`config.mk`:
```
export PLATFORM = sky130hd
export DESIGN_NAME = line_sensor_error_and_junction_flat
export DESIGN_NICKNAME = d
export VERILOG_FILES = /design/src/hdl/lsej_pkg.sv /design/src/hdl/lsej_in_if.sv /design/src/hdl/lsej_out_if.sv /design/src/hdl/lsej_cfg_if.sv /design/src/hdl/lsej_dp.sv /design/src/hdl/lsej_ctrl.sv /design/src/hdl/line_sensor_error_and_junction.sv /design/src/flat_wrapper.sv
export SDC_FILE = /design/constraint.sdc
export NUM_CORES = 1
export LEC_CHECK = 0
export ABC_AREA = 1
export BUFFER_PORTS_ARGS = -buffer_cell sky130_fd_sc_hd__buf_2
export CORE_MARGIN = 1.5
export CORE_UTILIZATION = 45
export DETAILED_ROUTE_END_ITERATION = 8
export PLACE_DENSITY = 0.69
export SETUP_SLACK_MARGIN = 0.05
export SLEW_MARGIN = 10
export SYNTH_ARGS = -nofsm -noshare
export SYNTH_HDL_FRONTEND = slang
export SYNTH_SLANG_ARGS = --single-unit
```
`constraint.sdc`:
```
create_clock -name clk -period 6.4 [get_ports clk]
set_clock_uncertainty 0.05 [all_clocks]
set_input_delay 0.32 -clock clk [delete_from_list [all_inputs] [get_ports clk]]
set_output_delay 0.32 -clock clk [all_outputs]
set_load 0.005 [all_outputs]
```
`src/hdl/lsej_pkg.sv`:
```
`timescale 1ns / 1ps
// Package for the line sensor error and junction block.
// Holds shared types, register indexes, reset values and constant tables; no dependencies.

package lsej_pkg;

	localparam int NUM_SENSORS = 5;
	localparam int CFG_IDX_W   = 3;
	localparam int RECIP_SHIFT = 16;
	localparam int RECIP_W     = RECIP_SHIFT + 1;
	localparam int QPROD_W     = 27;

	localparam logic [4:0] LEFT_PAIR  = 5'b11000;
	localparam logic [4:0] RIGHT_PAIR = 5'b00011;

	localparam logic signed [7:0] ANGLE_NONE  = 8'sd0;
	localparam logic signed [7:0] ANGLE_LEFT  = 8'sd90;
	localparam logic signed [7:0] ANGLE_RIGHT = -8'sd90;

	// Reset values of the configuration registers
	localparam logic       RST_ACTIVE_LOW = 1'b1;
	localparam logic [3:0] RST_CONFIRM    = 4'd3;
	localparam logic [3:0] RST_CLEAR      = 4'd5;
	localparam logic [7:0] RST_SCALE      = 8'd75;

	// Weight of each sensor, indexed by bit number (bit 0 is right outer)
	localparam logic signed [2:0] SENSOR_WEIGHT [NUM_SENSORS] = '{
		3'sd2, 3'sd1, 3'sd0, -3'sd1, -3'sd2
	};

	typedef enum logic [CFG_IDX_W-1:0] {
		REG_ACTIVE_LOW = 3'd0,
		REG_CONFIRM    = 3'd1,
		REG_CLEAR      = 3'd2,
		REG_SCALE      = 3'd3
	} cfg_reg_t;

	typedef struct packed {
		logic       active_low;
		logic [3:0] confirm;
		logic [3:0] clear;
		logic [7:0] scale;
	} cfg_t;

	typedef struct packed {
		logic load;
		logic mul;
		logic div;
		logic commit;
	} cmd_t;

	typedef struct packed {
		logic out_free;
	} status_t;

	// ceil(2^RECIP_SHIFT / count): exact quotient for dividends below 1024
	function automatic logic [RECIP_W-1:0] recip(input logic [2:0] count);
		logic [RECIP_W-1:0] r;
		case (count)
			3'd1:    r = 17'd65536;
			3'd2:    r = 17'd32768;
			3'd3:    r = 17'd21846;
			3'd4:    r = 17'd16384;
			3'd5:    r = 17'd13108;
			default: r = 17'd0;
		endcase
		return r;
	endfunction

	function automatic logic signed [7:0] junction_angle(input logic [4:0] act);
		logic left_hit;
		logic right_hit;
		left_hit  = (act & LEFT_PAIR) == LEFT_PAIR;
		right_hit = (act & RIGHT_PAIR) == RIGHT_PAIR;
		if (left_hit && !right_hit) begin
			return ANGLE_LEFT;
		end else if (right_hit && !left_hit) begin
			return ANGLE_RIGHT;
		end
		return ANGLE_NONE;
	endfunction

endpackage

```
`src/hdl/lsej_in_if.sv`:
```
`timescale 1ns / 1ps
// Sample channel: one set of raw sensor pin levels per item.
// Stand-alone interface, no dependencies.

interface lsej_in_if ();
	logic       valid;
	logic       ready;
	logic [4:0] pin_levels;

	modport source (output valid, output pin_levels, input ready);
	modport sink (input valid, input pin_levels, output ready);
endinterface

```
`src/hdl/lsej_out_if.sv`:
```
`timescale 1ns / 1ps
// Result channel: active pattern, position error, line flag and turn angle.
// Stand-alone interface, no dependencies.

interface lsej_out_if ();
	logic              valid;
	logic              ready;
	logic [4:0]        active_bits;
	logic signed [9:0] position_error;
	logic              line_valid;
	logic signed [7:0] turn_angle;

	modport source (output valid, output active_bits, output position_error,
		output line_valid, output turn_angle, input ready);
	modport sink (input valid, input active_bits, input position_error,
		input line_valid, input turn_angle, output ready);
endinterface

```
`src/hdl/lsej_cfg_if.sv`:
```
`timescale 1ns / 1ps
// Configuration write channel: register index and write data.
// Depends on lsej_pkg for the index width.

interface lsej_cfg_if import lsej_pkg::*; ();
	logic                 valid;
	logic                 ready;
	logic [CFG_IDX_W-1:0] idx;
	logic [7:0]           wdata;

	modport source (output valid, output idx, output wdata, input ready);
	modport sink (input valid, input idx, input wdata, output ready);
endinterface

```
`src/hdl/lsej_dp.sv`:
```
`timescale 1ns / 1ps
// Datapath: polarity, weighted sum, scale, reciprocal divide, turn state, output register.
// Depends on lsej_pkg; driven by lsej_ctrl commands.

module lsej_dp import lsej_pkg::*; (
	input  logic              clk,
	input  logic              arst_n,
	input  cfg_t              cfg,
	input  cmd_t              cmd,
	output status_t           sts,
	input  logic [4:0]        pin_levels,
	input  logic              out_ready,
	output logic              out_valid,
	output logic [4:0]        active_bits,
	output logic signed [9:0] position_error,
	output logic              line_valid,
	output logic signed [7:0] turn_angle
);

	logic [4:0]          act_c;
	logic signed [2:0]   sum_c;
	logic [2:0]          cnt_c;
	logic [4:0]          act_q;
	logic signed [2:0]   sum_q;
	logic [2:0]          cnt_q;
	logic signed [2:0]   sum_neg;
	logic [1:0]          mag;
	logic                neg_q;
	logic [9:0]          prod_q;
	logic [QPROD_W-1:0]  qprod_c;
	logic [9:0]          quot_q;
	logic [9:0]          quot_neg;
	logic signed [9:0]   err_c;

	logic                armed_q, pending_q;
	logic signed [7:0]   pangle_q;
	logic [3:0]          confirm_q, clear_q;
	logic signed [9:0]   held_q;
	logic                armed_n, pending_n;
	logic signed [7:0]   pangle_n, emit_n, angle_c;
	logic [3:0]          confirm_n, clear_n;
	logic                valid_c;
	logic                out_valid_q;

	// Polarity and weighted sum of the incoming sample
	always_comb begin
		act_c = cfg.active_low ? ~pin_levels : pin_levels;
		sum_c = '0;
		cnt_c = '0;
		for (int i = 0; i < NUM_SENSORS; i++) begin
			if (act_c[i]) begin
				sum_c = sum_c + SENSOR_WEIGHT[i];
				cnt_c = cnt_c + 3'd1;
			end
		end
	end

	assign sum_neg = -sum_q;
	assign mag     = sum_q[2] ? sum_neg[1:0] : sum_q[1:0];
	assign qprod_c = QPROD_W'(prod_q) * QPROD_W'(recip(cnt_q));
	assign quot_neg = -quot_q;
	assign err_c   = neg_q ? $signed(quot_neg) : $signed(quot_q);
	assign valid_c = cnt_q != 3'd0;
	assign angle_c = junction_angle(act_q);

	always_ff @(posedge clk) begin
		if (cmd.load) begin
			act_q <= act_c;
			sum_q <= sum_c;
			cnt_q <= cnt_c;
		end
		if (cmd.mul) begin
			prod_q <= 10'(mag) * 10'(cfg.scale);
			neg_q  <= sum_q[2];
		end
		if (cmd.div) begin
			quot_q <= qprod_c[RECIP_SHIFT+9:RECIP_SHIFT];
		end
	end

	// Junction confirm / clear counters and pending turn
	always_comb begin
		armed_n   = armed_q;
		pending_n = pending_q;
		pangle_n  = pangle_q;
		confirm_n = confirm_q;
		clear_n   = clear_q;
		emit_n    = ANGLE_NONE;
		if (angle_c == ANGLE_NONE) begin
			confirm_n = '0;
			if (clear_q < cfg.clear) begin
				clear_n = clear_q + 4'd1;
			end
			if (clear_n >= cfg.clear) begin
				armed_n = 1'b1;
			end
		end else begin
			clear_n = '0;
			if (armed_q && !pending_q) begin
				if (confirm_q < cfg.confirm) begin
					confirm_n = confirm_q + 4'd1;
				end
				if (confirm_n >= cfg.confirm) begin
					pending_n = 1'b1;
					armed_n   = 1'b0;
					pangle_n  = angle_c;
				end
			end
		end
		// Emit the pending turn once the line is lost
		if (pending_n && !valid_c) begin
			emit_n    = pangle_n;
			pending_n = 1'b0;
			pangle_n  = ANGLE_NONE;
		end
	end

	always_ff @(posedge clk or negedge arst_n) begin
		if (!arst_n) begin
			armed_q     <= 1'b1;
			pending_q   <= 1'b0;
			pangle_q    <= ANGLE_NONE;
			confirm_q   <= '0;
			clear_q     <= '0;
			held_q      <= '0;
			out_valid_q <= 1'b0;
		end else begin
			if (cmd.commit) begin
				armed_q   <= armed_n;
				pending_q <= pending_n;
				pangle_q  <= pangle_n;
				confirm_q <= confirm_n;
				clear_q   <= clear_n;
				if (valid_c) begin
					held_q <= err_c;
				end
				out_valid_q <= 1'b1;
			end else if (out_valid_q && out_ready) begin
				out_valid_q <= 1'b0;
			end
		end
	end

	always_ff @(posedge clk) begin
		if (cmd.commit) begin
			active_bits    <= act_q;
			position_error <= valid_c ? err_c : held_q;
			line_valid     <= valid_c;
			turn_angle     <= emit_n;
		end
	end

	assign out_valid    = out_valid_q;
	assign sts.out_free = !out_valid_q || out_ready;

endmodule

```
`src/hdl/lsej_ctrl.sv`:
```
`timescale 1ns / 1ps
// Controller: sequences load, multiply, divide and commit for one item.
// Depends on lsej_pkg for the command and status types.

module lsej_ctrl import lsej_pkg::*; (
	input  logic    clk,
	input  logic    arst_n,
	input  logic    in_valid,
	output logic    in_ready,
	input  status_t sts,
	output cmd_t    cmd
);

	typedef enum logic [3:0] {
		S_IDLE = 4'b0001,
		S_MUL  = 4'b0010,
		S_DIV  = 4'b0100,
		S_WB   = 4'b1000
	} state_t;

	state_t state_q, state_n;

	always_comb begin
		state_n    = state_q;
		cmd        = '0;
		in_ready   = 1'b0;
		case (state_q)
			S_IDLE: begin
				in_ready = 1'b1;
				if (in_valid) begin
					cmd.load = 1'b1;
					state_n  = S_MUL;
				end
			end
			S_MUL: begin
				cmd.mul = 1'b1;
				state_n = S_DIV;
			end
			S_DIV: begin
				cmd.div = 1'b1;
				state_n = S_WB;
			end
			S_WB: begin
				// hold until the output register is free
				if (sts.out_free) begin
					cmd.commit = 1'b1;
					state_n    = S_IDLE;
				end
			end
			default: begin
				state_n = S_IDLE;
			end
		endcase
	end

	always_ff @(posedge clk or negedge arst_n) begin
		if (!arst_n) begin
			state_q <= S_IDLE;
		end else begin
			state_q <= state_n;
		end
	end

`ifndef SYNTHESIS
	a_commit_free: assert property (@(posedge clk) disable iff (!arst_n)
		cmd.commit |-> sts.out_free) else $error("commit with output register full");
	a_load_mul: assert property (@(posedge clk) disable iff (!arst_n)
		cmd.load |=> cmd.mul) else $error("load not followed by multiply");
	a_mul_div: assert property (@(posedge clk) disable iff (!arst_n)
		cmd.mul |=> cmd.div) else $error("multiply not followed by divide");
	a_ready_quiet: assert property (@(posedge clk) disable iff (!arst_n)
		in_ready |-> !(cmd.mul || cmd.div || cmd.commit))
		else $error("input ready while an item is in flight");
`endif

endmodule

```
`src/hdl/line_sensor_error_and_junction.sv`:
```
`timescale 1ns / 1ps
// Line sensor position error and junction turn detector, top level.
// Depends on lsej_pkg, the three channel interfaces, lsej_ctrl and lsej_dp.
//
// Usage:
//   samp : one item carries five raw pin levels (bit 4 left outer .. bit 0 right outer).
//   res  : one item per sample: active pattern, position error (held while no
//          sensor is active), line flag, and turn angle (+90 / -90 emitted once
//          on the first sample after a confirmed junction where the line is lost).
//   cfg  : register writes, always ready; write only while the block is idle.
//          Index 0 polarity, 1 confirm count, 2 clear count, 3 error scale.
// Sequence:
//   An item is taken in the idle state, multiplied by the scale in the next
//   cycle, divided by the active count through a reciprocal multiply in the
//   cycle after, and committed to the output register in the write-back state
//   once that register is free. A new item is taken only after the previous
//   one is committed; the multiply and reciprocal steps share one sequence.
// Reset:
//   arst_n clears the turn state, the held error and the output valid flag,
//   and loads the register reset values (active low, 3, 5, 75).
// Stall:
//   If res is not taken, the next item is still accepted and worked on; its
//   commit waits until the output register frees, then samp.ready returns.

module line_sensor_error_and_junction import lsej_pkg::*; (
	input logic        clk,
	input logic        arst_n,
	lsej_cfg_if.sink   cfg,
	lsej_in_if.sink    samp,
	lsej_out_if.source res
);

	cfg_t    cfg_q;
	cmd_t    cmd;
	status_t sts;
	logic    cfg_we;

	assign cfg.ready = 1'b1;
	assign cfg_we    = cfg.valid && cfg.ready;

	// Configuration register file; indexes beyond the list are dropped
	always_ff @(posedge clk or negedge arst_n) begin
		if (!arst_n) begin
			cfg_q.active_low <= RST_ACTIVE_LOW;
			cfg_q.confirm    <= RST_CONFIRM;
			cfg_q.clear      <= RST_CLEAR;
			cfg_q.scale      <= RST_SCALE;
		end else if (cfg_we) begin
			case (cfg.idx)
				REG_ACTIVE_LOW: cfg_q.active_low <= cfg.wdata[0];
				REG_CONFIRM:    cfg_q.confirm    <= cfg.wdata[3:0];
				REG_CLEAR:      cfg_q.clear      <= cfg.wdata[3:0];
				REG_SCALE:      cfg_q.scale      <= cfg.wdata;
				default: begin
				end
			endcase
		end
	end

	lsej_ctrl u_ctrl (
		.clk      (clk),
		.arst_n   (arst_n),
		.in_valid (samp.valid),
		.in_ready (samp.ready),
		.sts      (sts),
		.cmd      (cmd)
	);

	lsej_dp u_dp (
		.clk            (clk),
		.arst_n         (arst_n),
		.cfg            (cfg_q),
		.cmd            (cmd),
		.sts            (sts),
		.pin_levels     (samp.pin_levels),
		.out_ready      (res.ready),
		.out_valid      (res.valid),
		.active_bits    (res.active_bits),
		.position_error (res.position_error),
		.line_valid     (res.line_valid),
		.turn_angle     (res.turn_angle)
	);

endmodule

```
`src/flat_wrapper.sv`:
```
// flat-port wrapper written by rule: the top's interface ports become plain ports
module line_sensor_error_and_junction_flat import lsej_pkg::*;
  (clk, arst_n, cfg_valid, cfg_idx, cfg_wdata, cfg_ready, samp_valid, samp_pin_levels, samp_ready, res_valid, res_active_bits, res_position_error, res_line_valid, res_turn_angle, res_ready);
  lsej_cfg_if cfg_i ();
  lsej_in_if samp_i ();
  lsej_out_if res_i ();
  input logic clk;
  input logic arst_n;
  input wire logic [$bits(cfg_i.valid)-1:0] cfg_valid;
  input wire logic [$bits(cfg_i.idx)-1:0] cfg_idx;
  input wire logic [$bits(cfg_i.wdata)-1:0] cfg_wdata;
  output wire logic [$bits(cfg_i.ready)-1:0] cfg_ready;
  input wire logic [$bits(samp_i.valid)-1:0] samp_valid;
  input wire logic [$bits(samp_i.pin_levels)-1:0] samp_pin_levels;
  output wire logic [$bits(samp_i.ready)-1:0] samp_ready;
  output wire logic [$bits(res_i.valid)-1:0] res_valid;
  output wire logic [$bits(res_i.active_bits)-1:0] res_active_bits;
  output wire logic [$bits(res_i.position_error)-1:0] res_position_error;
  output wire logic [$bits(res_i.line_valid)-1:0] res_line_valid;
  output wire logic [$bits(res_i.turn_angle)-1:0] res_turn_angle;
  input wire logic [$bits(res_i.ready)-1:0] res_ready;
  assign cfg_i.valid = cfg_valid;
  assign cfg_i.idx = cfg_idx;
  assign cfg_i.wdata = cfg_wdata;
  assign cfg_ready = cfg_i.ready;
  assign samp_i.valid = samp_valid;
  assign samp_i.pin_levels = samp_pin_levels;
  assign samp_ready = samp_i.ready;
  assign res_valid = res_i.valid;
  assign res_active_bits = res_i.active_bits;
  assign res_position_error = res_i.position_error;
  assign res_line_valid = res_i.line_valid;
  assign res_turn_angle = res_i.turn_angle;
  assign res_i.ready = res_ready;
  line_sensor_error_and_junction u_core (.clk(clk), .arst_n(arst_n), .cfg(cfg_i), .samp(samp_i), .res(res_i));
endmodule
```
==> results of run 1 <==
-- cell families after synthesis --
family | Yosys count
and+or+nand+nor | 425
buffers and inverters | 248
adders and majority gates | 174
AOI/OAI and AO/OA | 124
DFF | 106
xor gates and xnor gates | 37
other | 1
muxes | 1
-- routing by layer --
layer	track usage, %	wire, um
met3	4.05	966
met5	0	0
met2	33.6	9560
met4	4.70	327
met1	25.8	9200
-- registers in the layout (all words and copies together) (netlist names), 5 cells and up --
register	count
u_core.u_dp.prod_q	10
u_core.u_dp.act_q	5
u_core.u_dp.held_q	10
u_core.u_dp.turn_angle	8
u_core.u_dp.active_bits	5
u_core.u_dp.position_error	10
u_core.u_dp.pangle_q	8
u_core.u_dp.quot_q	10
u_core.cfg_q	17
-- cell type report --
type	instances	share of cell area [%]
clock buffer	10	2.43
clock inverter	6	0.559
inverter	233	8.50
multi-input combinational	762	54.1
sequential	106	28.6
tap	270	3.28
timing repair buffer	49	2.46
-- path summary, 6_finish.rpt --
path	from	endpoint	slack (ns)	cells after the start
max reg2reg	u_core.u_dp.cnt_q[0]$_DFFE_PP_	u_core.u_dp.quot_q[8]$_DFFE_PP_	0.53	19
max in group asynchronous	arst_n	u_core.u_dp.held_q[9]$_DFFE_PN0P_	5.82	2
min in group clk	samp_valid	u_core.u_ctrl.state_q[0]$_DFFE_PN1P_	0.07	2
min reg2reg	u_core.u_dp.act_q[2]$_DFFE_PP_	u_core.u_dp.active_bits[2]$_DFFE_PP_	0.43	0
min	arst_n	u_core.u_dp.confirm_q[0]$_DFFE_PN0P_	0.02	2
max	u_core.u_dp.cnt_q[0]$_DFFE_PP_	u_core.u_dp.quot_q[8]$_DFFE_PP_	0.53	19
-- layout by cell type (no fill, tap or decap), types with 5 or more instances in the layout --
cell type / count
edfxtp_1: 56
buf_2: 46
inv_2: 6
a21o_1: 5
xnor2_1: 13
nand4_1: 10
fa_1: 73
nand3_1: 46
nor2_1: 95
o21ai_1: 11
dfrtp_1: 39
o21bai_1: 6
nor3_1: 11
inv_1: 227
nand2_2: 6
clkbuf_16: 10
a21oi_1: 40
nand2_1: 237
o21ai_0: 47
xor2_1: 21
ha_1: 101
dfstp_2: 11
-- worst register-to-register path, stage by stage, from the launching register on --
cell and delay (ns):
edfxtp_1 0.62, nand3_1 0.37, nand2_1 0.19, inv_1 0.13, nor2_1 0.37, fa_1 0.49
fa_1 0.54, fa_1 0.45, fa_1 0.55, inv_1 0.06, fa_1 0.53, inv_1 0.04
ha_1 0.31, a21oi_1 0.17, a21boi_0 0.26, nand2_1 0.12, a21oi_1 0.19, nand2_1 0.07
nand2_1 0.06, nand2_1 0.04
-- power by group through the flow --
stage	Combinational [mW]	Sequential, mW	Clock, mW
floorplan	2.37	1.02	0
global placement	2.99	1.07	0
detailed placement	3.03	1.07	0
CTS	3.08	1.06	0.575
global route	3.56	1.08	0.603
finish	3.03	1.06	0.565
-- through the flow --
stage               utilization, %  hold WS [ns]  worst slack, ns  power [mW]  cells
floorplan                        -       -0.0256             1.16        3.39   1116
global placement              48.8         0.404            0.735        4.05   1420
detailed placement            48.8         0.402            0.570        4.10   1420
CTS                           50.4        0.0464            0.547        4.71   1436
global route                  50.4        0.0726            0.200        5.24   1436
finish                        50.4        0.0220            0.530        4.66   1436
==> key figures, run 1 <==
Global route
  • All-Layer GR Usage: between 10% and 20%
  • Initial antenna violation count: 0
  • Largest net degree at the start of global routing: slightly above 50
  • Number of global-route vias before repair: 7,251
  • GRT overflow: 0
  • First-pass GRT wire length: roughly 34,000 um

Worst setup path
  • Top delay family on crit path: adder cells
  • Worst setup SP type: register
  • WS Path Type: register to register
  • Required @ worst endpoint: between 6 and 7 ns
  • Crit path buf inv count: 3
  • CP max stage delay: about 0.62 ns
  • CP arrival: approximately 6 ns
  • CP endpoint kind: register
  • Crit path max fanout: 11
  • Crit-path cells: nand3_1, nand2_1, inv_1, nor2_1, fa_1, fa_1, fa_1, fa_1, inv_1, fa_1, inv_1, ha_1, a21oi_1, a21boi_0, nand2_1, a21oi_1, nand2_1, nand2_1, nand2_1
  • Slowest-stage cell, CP: edfxtp_1

Final layout
  • Storage cell area: about 2900 um2
  • Final #Nets: about 1,400
  • # fillers: about 1,900
  • Multi-input gate area: 5570 um2
  • Final instance area: slightly above 10,000 um2
  • N_diodes: 0
  • Area grow syn2layout: 8.48%
  • Layout cells sized above 1: 8.92%

STA
  • Unrepaired setup endpoints after global routing: no
  • Setup violations, final: 0
  • Setup tns final: 0 ns
  • Crit path time final: between 5 and 6 ns
  • Post-route clock period utilization: 91.7%
  • Actual slew at the worst max-slew pin: between 1 and 1.5 ns
  • Max Fclk: 170 MHz
  • Final Hold Viols: 0
  • Pins over their slew limit: 0
  • Max_slew headroom: between 30% and 40%

Clock tree
  • Reg clk slew, reported paths: around 0.08 ns
  • Hold-fix buffers, CTS: 0
  • CTS Sinks: 106
  • TritonCTS clock tree: yes
  • Setup Fix Bufs, Post-CTS: 0
  • H-Tree Depth: 3
  • Clock Latency Late Sink: roughly 0.36 ns
  • Root Buffer: clkbuf_16
  • PostCTS Resize Cnt: 0
  • Max clock buf depth: 2
  • Num CTS Buffers: 9

Min path
  • Worst hold path type: primary input to async pin

Synth
  • Post-synthesis cell area: about 9500 um2
  • Post-synthesis mux area share: less than 1%
  • Gate Count Post-Synth: 1,116
  • Synth Area in Simple Gates: 18.9%
  • Post-Synth XOR/XNOR Area: 3.65%
  • Post-synth EDFFs: 56
  • Most frequent cell after synthesis: nand2_1
  • Syn Nets: 1,311
  • Main combinational cell family by area after synthesis: adder cells
  • Synth Register Bits: between 100 and 150
  • Post-synth top cells: nand2_1, inv_1, ha_1
  • Synth top area share: between 10% and 20%
  • Synth warn: 0
  • Post-synth top flop: edfxtp_1
  • Avg Inst Size Synth: about 8.5 um2
  • Synth area leaders: edfxtp_1, fa_1, ha_1, dfrtp_1, nand2_1
  • Sequential-to-total area share from yosys stat: a little under a third
  • Ys async rst share: between 40 and 50%
  • Post-synth top area cell: edfxtp_1
  • Adder-cell share of the synthesized area: ~29%
  • Cell variety after synth: 47
  • Synth Area in Compound Gates: under 10%

Detailed routing
  • Via density: between 4 and 5
  • Via count: slightly above 7,000
  • First DRT Iteration DRCs: 395
  • Final wirelength: between 20,000 and 25,000 um
  • 1st-pass router iterations: 5
  • DR WL/cell: 14.0 um
  • Post-route DRC: 0
  • Remaining antenna violation count: 0

Placed design
  • Hpwl dp: about 17,000 um
  • Post-DP Area: ~10000 um2
  • RePlAce Congestion: between 0.9 and 1
  • # port buffers: between 40 and 50

Power
  • Leakage Power: between 5 and 6 nW
  • P_sw: 2.31 mW
  • Net Sw Frac: 49.6%
  • Logic pwr share: about 65%
  • Clock share of power: around an eighth
  • Max rail drop VDD: approximately 0.21 mV
  • Cell Pwr Density: 453 nW/um2
  • Flop pwr share: a little under a quarter
  • Power Internal: about 2.3 mW

Floorplanning
  • I/O pin cnt: 48
  • Core ar.: 20,400 um2
  • Num rows: 52
  • Die footprint: 22,000 um2
  • Die Ht: between 100 and 150 um
  • Initial Util: 46.4%
  • Die X: about 150 um

Status
  • Status: finished, final reports clean

Run
  • Reported max-cap violation count: 0
Note: power is estimated with default switching activity, not from simulation.
==> run 2, diff against run 1 <==
- CELL_PAD_IN_SITES_DETAIL_PLACEMENT: unset -> 1
- CELL_PAD_IN_SITES_GLOBAL_PLACEMENT: unset -> 2
- CORE_UTILIZATION: 45 -> 39
- GPL_ROUTABILITY_DRIVEN: unset -> 0
- PLACE_DENSITY: 0.69 -> 0.89
==> key figures, run 2 (synthesized netlist as in run 1, its figures left out) <==
Status
  • Status: finished, final reports clean

Global route
  • Largest net degree at the start of global routing: 51 (unchanged)
  • All-Layer GR Usage: 19.7% (about the same)
  • GRT overflow: 0 (unchanged)
  • First-pass GRT wire length: 39,800 um (+16%)
  • Initial antenna violation count: 0 (unchanged)
  • Number of global-route vias before repair: 8,074 (+11%)

STA
  • Max Fclk: 170 MHz (-0.30%)
  • Final Hold Viols: 0 (unchanged)
  • Post-route clock period utilization: 92.0% (+0.28 points)
  • Max_slew headroom: 31.7% (-1.1 points)
  • Setup tns final: 0 ns (unchanged)
  • Setup violations, final: 0 (unchanged)
  • Crit path time final: 5.89 ns (+0.0178 ns)
  • Post-route setup slack: 0.512 ns (-0.0178 ns)
  • Actual slew at the worst max-slew pin: 1.02 ns (+0.0157 ns)
  • Unrepaired setup endpoints after global routing: no
  • Pins over their slew limit: 0 (unchanged)

Final layout
  • N_diodes: 0 (unchanged)
  • Top reg by flops: u_core.cfg_q
  • Max FFs per register: 17 (unchanged)
  • Layout cells sized above 1: 9.15% (+0.23 points)
  • Commonest cells after routing, fill and taps aside: nand2_1, inv_1, ha_1, nor2_1, fa_1
  • Commonest non-fill, non-tap cell in the layout: nand2_1
  • Area grow syn2layout: 9.16%
  • Final #Nets: 1,359 (+0.22%)
  • Cell Count, Final, Fillers Out: 1,488 (+3.6%)

Clock tree
  • Num CTS Buffers: 9 (unchanged)
  • Clock Latency Late Sink: 0.36 ns (about the same)
  • Root Buffer: clkbuf_16
  • CTS Sinks: 106 (unchanged)
  • TritonCTS clock tree: yes
  • Max clock buf depth: 2 (unchanged)
  • Reg clk slew, reported paths: 0.07 ns (about the same)
  • H-Tree Depth: 3 (unchanged)

Floorplanning
  • Die Ht: 159 um (+7.3%)
  • I/O pin cnt: 48 (unchanged)
  • Initial Util: 40.0% (-6.4 points)
  • Num rows: 56 (+7.7%)
  • Die X: 159 um (+7.3%)
  • Core ar.: 23,700 um2 (+16%)
  • Die footprint: 25,300 um2 (+15%)

Placed design
  • Hpwl dp: 20,000 um (+20%)
  • # port buffers: 46 (unchanged)
  • Dpl ws: 0.517 ns (-0.0532 ns)
  • Inst Count DP: 1,469 (+3.5%)

Worst setup path
  • Worst setup SP type: register
  • CP arrival: 5.94 ns (about the same)
  • FF-to-FF setup slack: 0.51 ns (-0.02 ns)
  • Required @ worst endpoint: 6.46 ns (about the same)
  • Crit path max fanout: 9 (-2)
  • WS Path Type: register to register
  • CP endpoint kind: register

Power
  • Net Sw Frac: 50.6% (+1.1 points)
  • P_sw: 2.43 mW (+5.1%)
  • Logic pwr share: 66.5% (+1.4 points)
  • Power Internal: 2.36 mW (+0.67%)
  • Post-layout total power: 4.79 mW (+2.8%)
  • Cell Pwr Density: 463 nW/um2 (+2.2%)
  • Max rail drop VDD: 0.211 mV (+1.2%)
  • Leakage Power: 5.39 nW (about the same)
  • Clock share of power: 11.4% (-0.7 points)
  • Flop pwr share: 22.1% (-0.7 points)

Detailed routing
  • Via density: 4.92 (-0.91%)
  • Via count: 7,328 (+2.7%)
  • Post-route DRC: 0 (unchanged)
  • Remaining antenna violation count: 0 (unchanged)
  • Final wirelength: 23,600 um (+18%)
  • 1st-pass router iterations: 6 (+1)
  • First DRT Iteration DRCs: 298 (-25%)
  • DR WL/cell: 15.8 um (+13%)

Min path
  • Worst hold path type: primary input to async pin

Run
  • Reported max-cap violation count: 0 (unchanged)
==> run 2: changes by cell type in the layout (fill, tap and decap cells not counted), sizes merged <==
cell	before	now
clkinvlp	1	2
clkinv	3	2
buf	49	52
==> run 2: stage by stage <==
stage                     instance area, um2  utilization (%)  hold slack [ns]
after detailed placement               10000             42.4            0.404
after CTS                              10300             43.6           0.0462
after floorplan                         9480                -          -0.0256
after global placement                 10000             42.4            0.414
final                                  10400             43.7           0.0293
after global routing                   10400             43.7           0.0929
==> run 2: power groups by stage <==
stage | Sequential (mW) | Combinational (mW) | Clock, mW
after global routing | 1.08 | 3.72 | 0.582
after global placement | 1.07 | 3.06 | 0
after detailed placement | 1.08 | 3.18 | 0
final | 1.06 | 3.18 | 0.546
after floorplan | 1.02 | 2.37 | 0
after CTS | 1.07 | 3.23 | 0.562
==> run 2: critical path, stage by stage (launching register included) <==
cell and delay [ns]:
edfxtp_1 0.56, inv_2 0.16, nand3_1 0.26, nand2_1 0.17, inv_1 0.13, nor2_1 0.36, fa_1 0.51, fa_1 0.52
fa_1 0.43, fa_1 0.53, inv_1 0.06, fa_1 0.53, inv_1 0.04, ha_1 0.36, a21oi_1 0.27, o21ai_0 0.17
nand2_1 0.09, nand2_1 0.05, a21oi_1 0.19, nand2_1 0.08, nand2_1 0.06, nand2_1 0.05
==> run 2: final timing paths <==
path,endpoint,start,cells past startpoint
setup / recovery,u_core.u_dp.quot_q[7]$_DFFE_PP_,u_core.u_dp.cnt_q[2]$_DFFE_PP_,21
hold / removal,u_core.u_dp.held_q[1]$_DFFE_PN0P_,arst_n,2
setup reg to reg,u_core.u_dp.quot_q[7]$_DFFE_PP_,u_core.u_dp.cnt_q[2]$_DFFE_PP_,21
hold reg to reg,u_core.u_dp.active_bits[2]$_DFFE_PP_,u_core.u_dp.act_q[2]$_DFFE_PP_,0
max in group asynchronous,u_core.cfg_q[5]$_DFFE_PN0P_,arst_n,2
min in group clk,u_core.u_ctrl.state_q[0]$_DFFE_PN1P_,samp_valid,2
==> run 2: area by class of cell <==
cell class / instances / area (um2)
Clock buffer: 10 / 239
Clock inverter: 6 / 48.8
Fill cell: 2933 / 13300
Sequential cell: 106 / 2950
Multi-Input combinational cell: 762 / 5570
Timing Repair Buffer: 52 / 275
Tap cell: 319 / 399
Inverter: 233 / 875
==> run 2: routing by layer <==
metal	global-route usage, %	up-vias	part of all wire [%]
met5	0	-	0
li1	-	3604	-
met4	6.30	0	2.7
met1	24.4	3583	45
met2	35.3	103	50
met3	2.97	38	2.9
==> run 2: repair_timing <==
| item | 4_1_cts | 5_1_grt |
|---|---|---|
| hold buffers | 0 | 0 |
| gates resized for setup | 0 | 0 |
| buffers inserted | 0 | 3 |
| setup endpoints to repair | 0 | 1 |
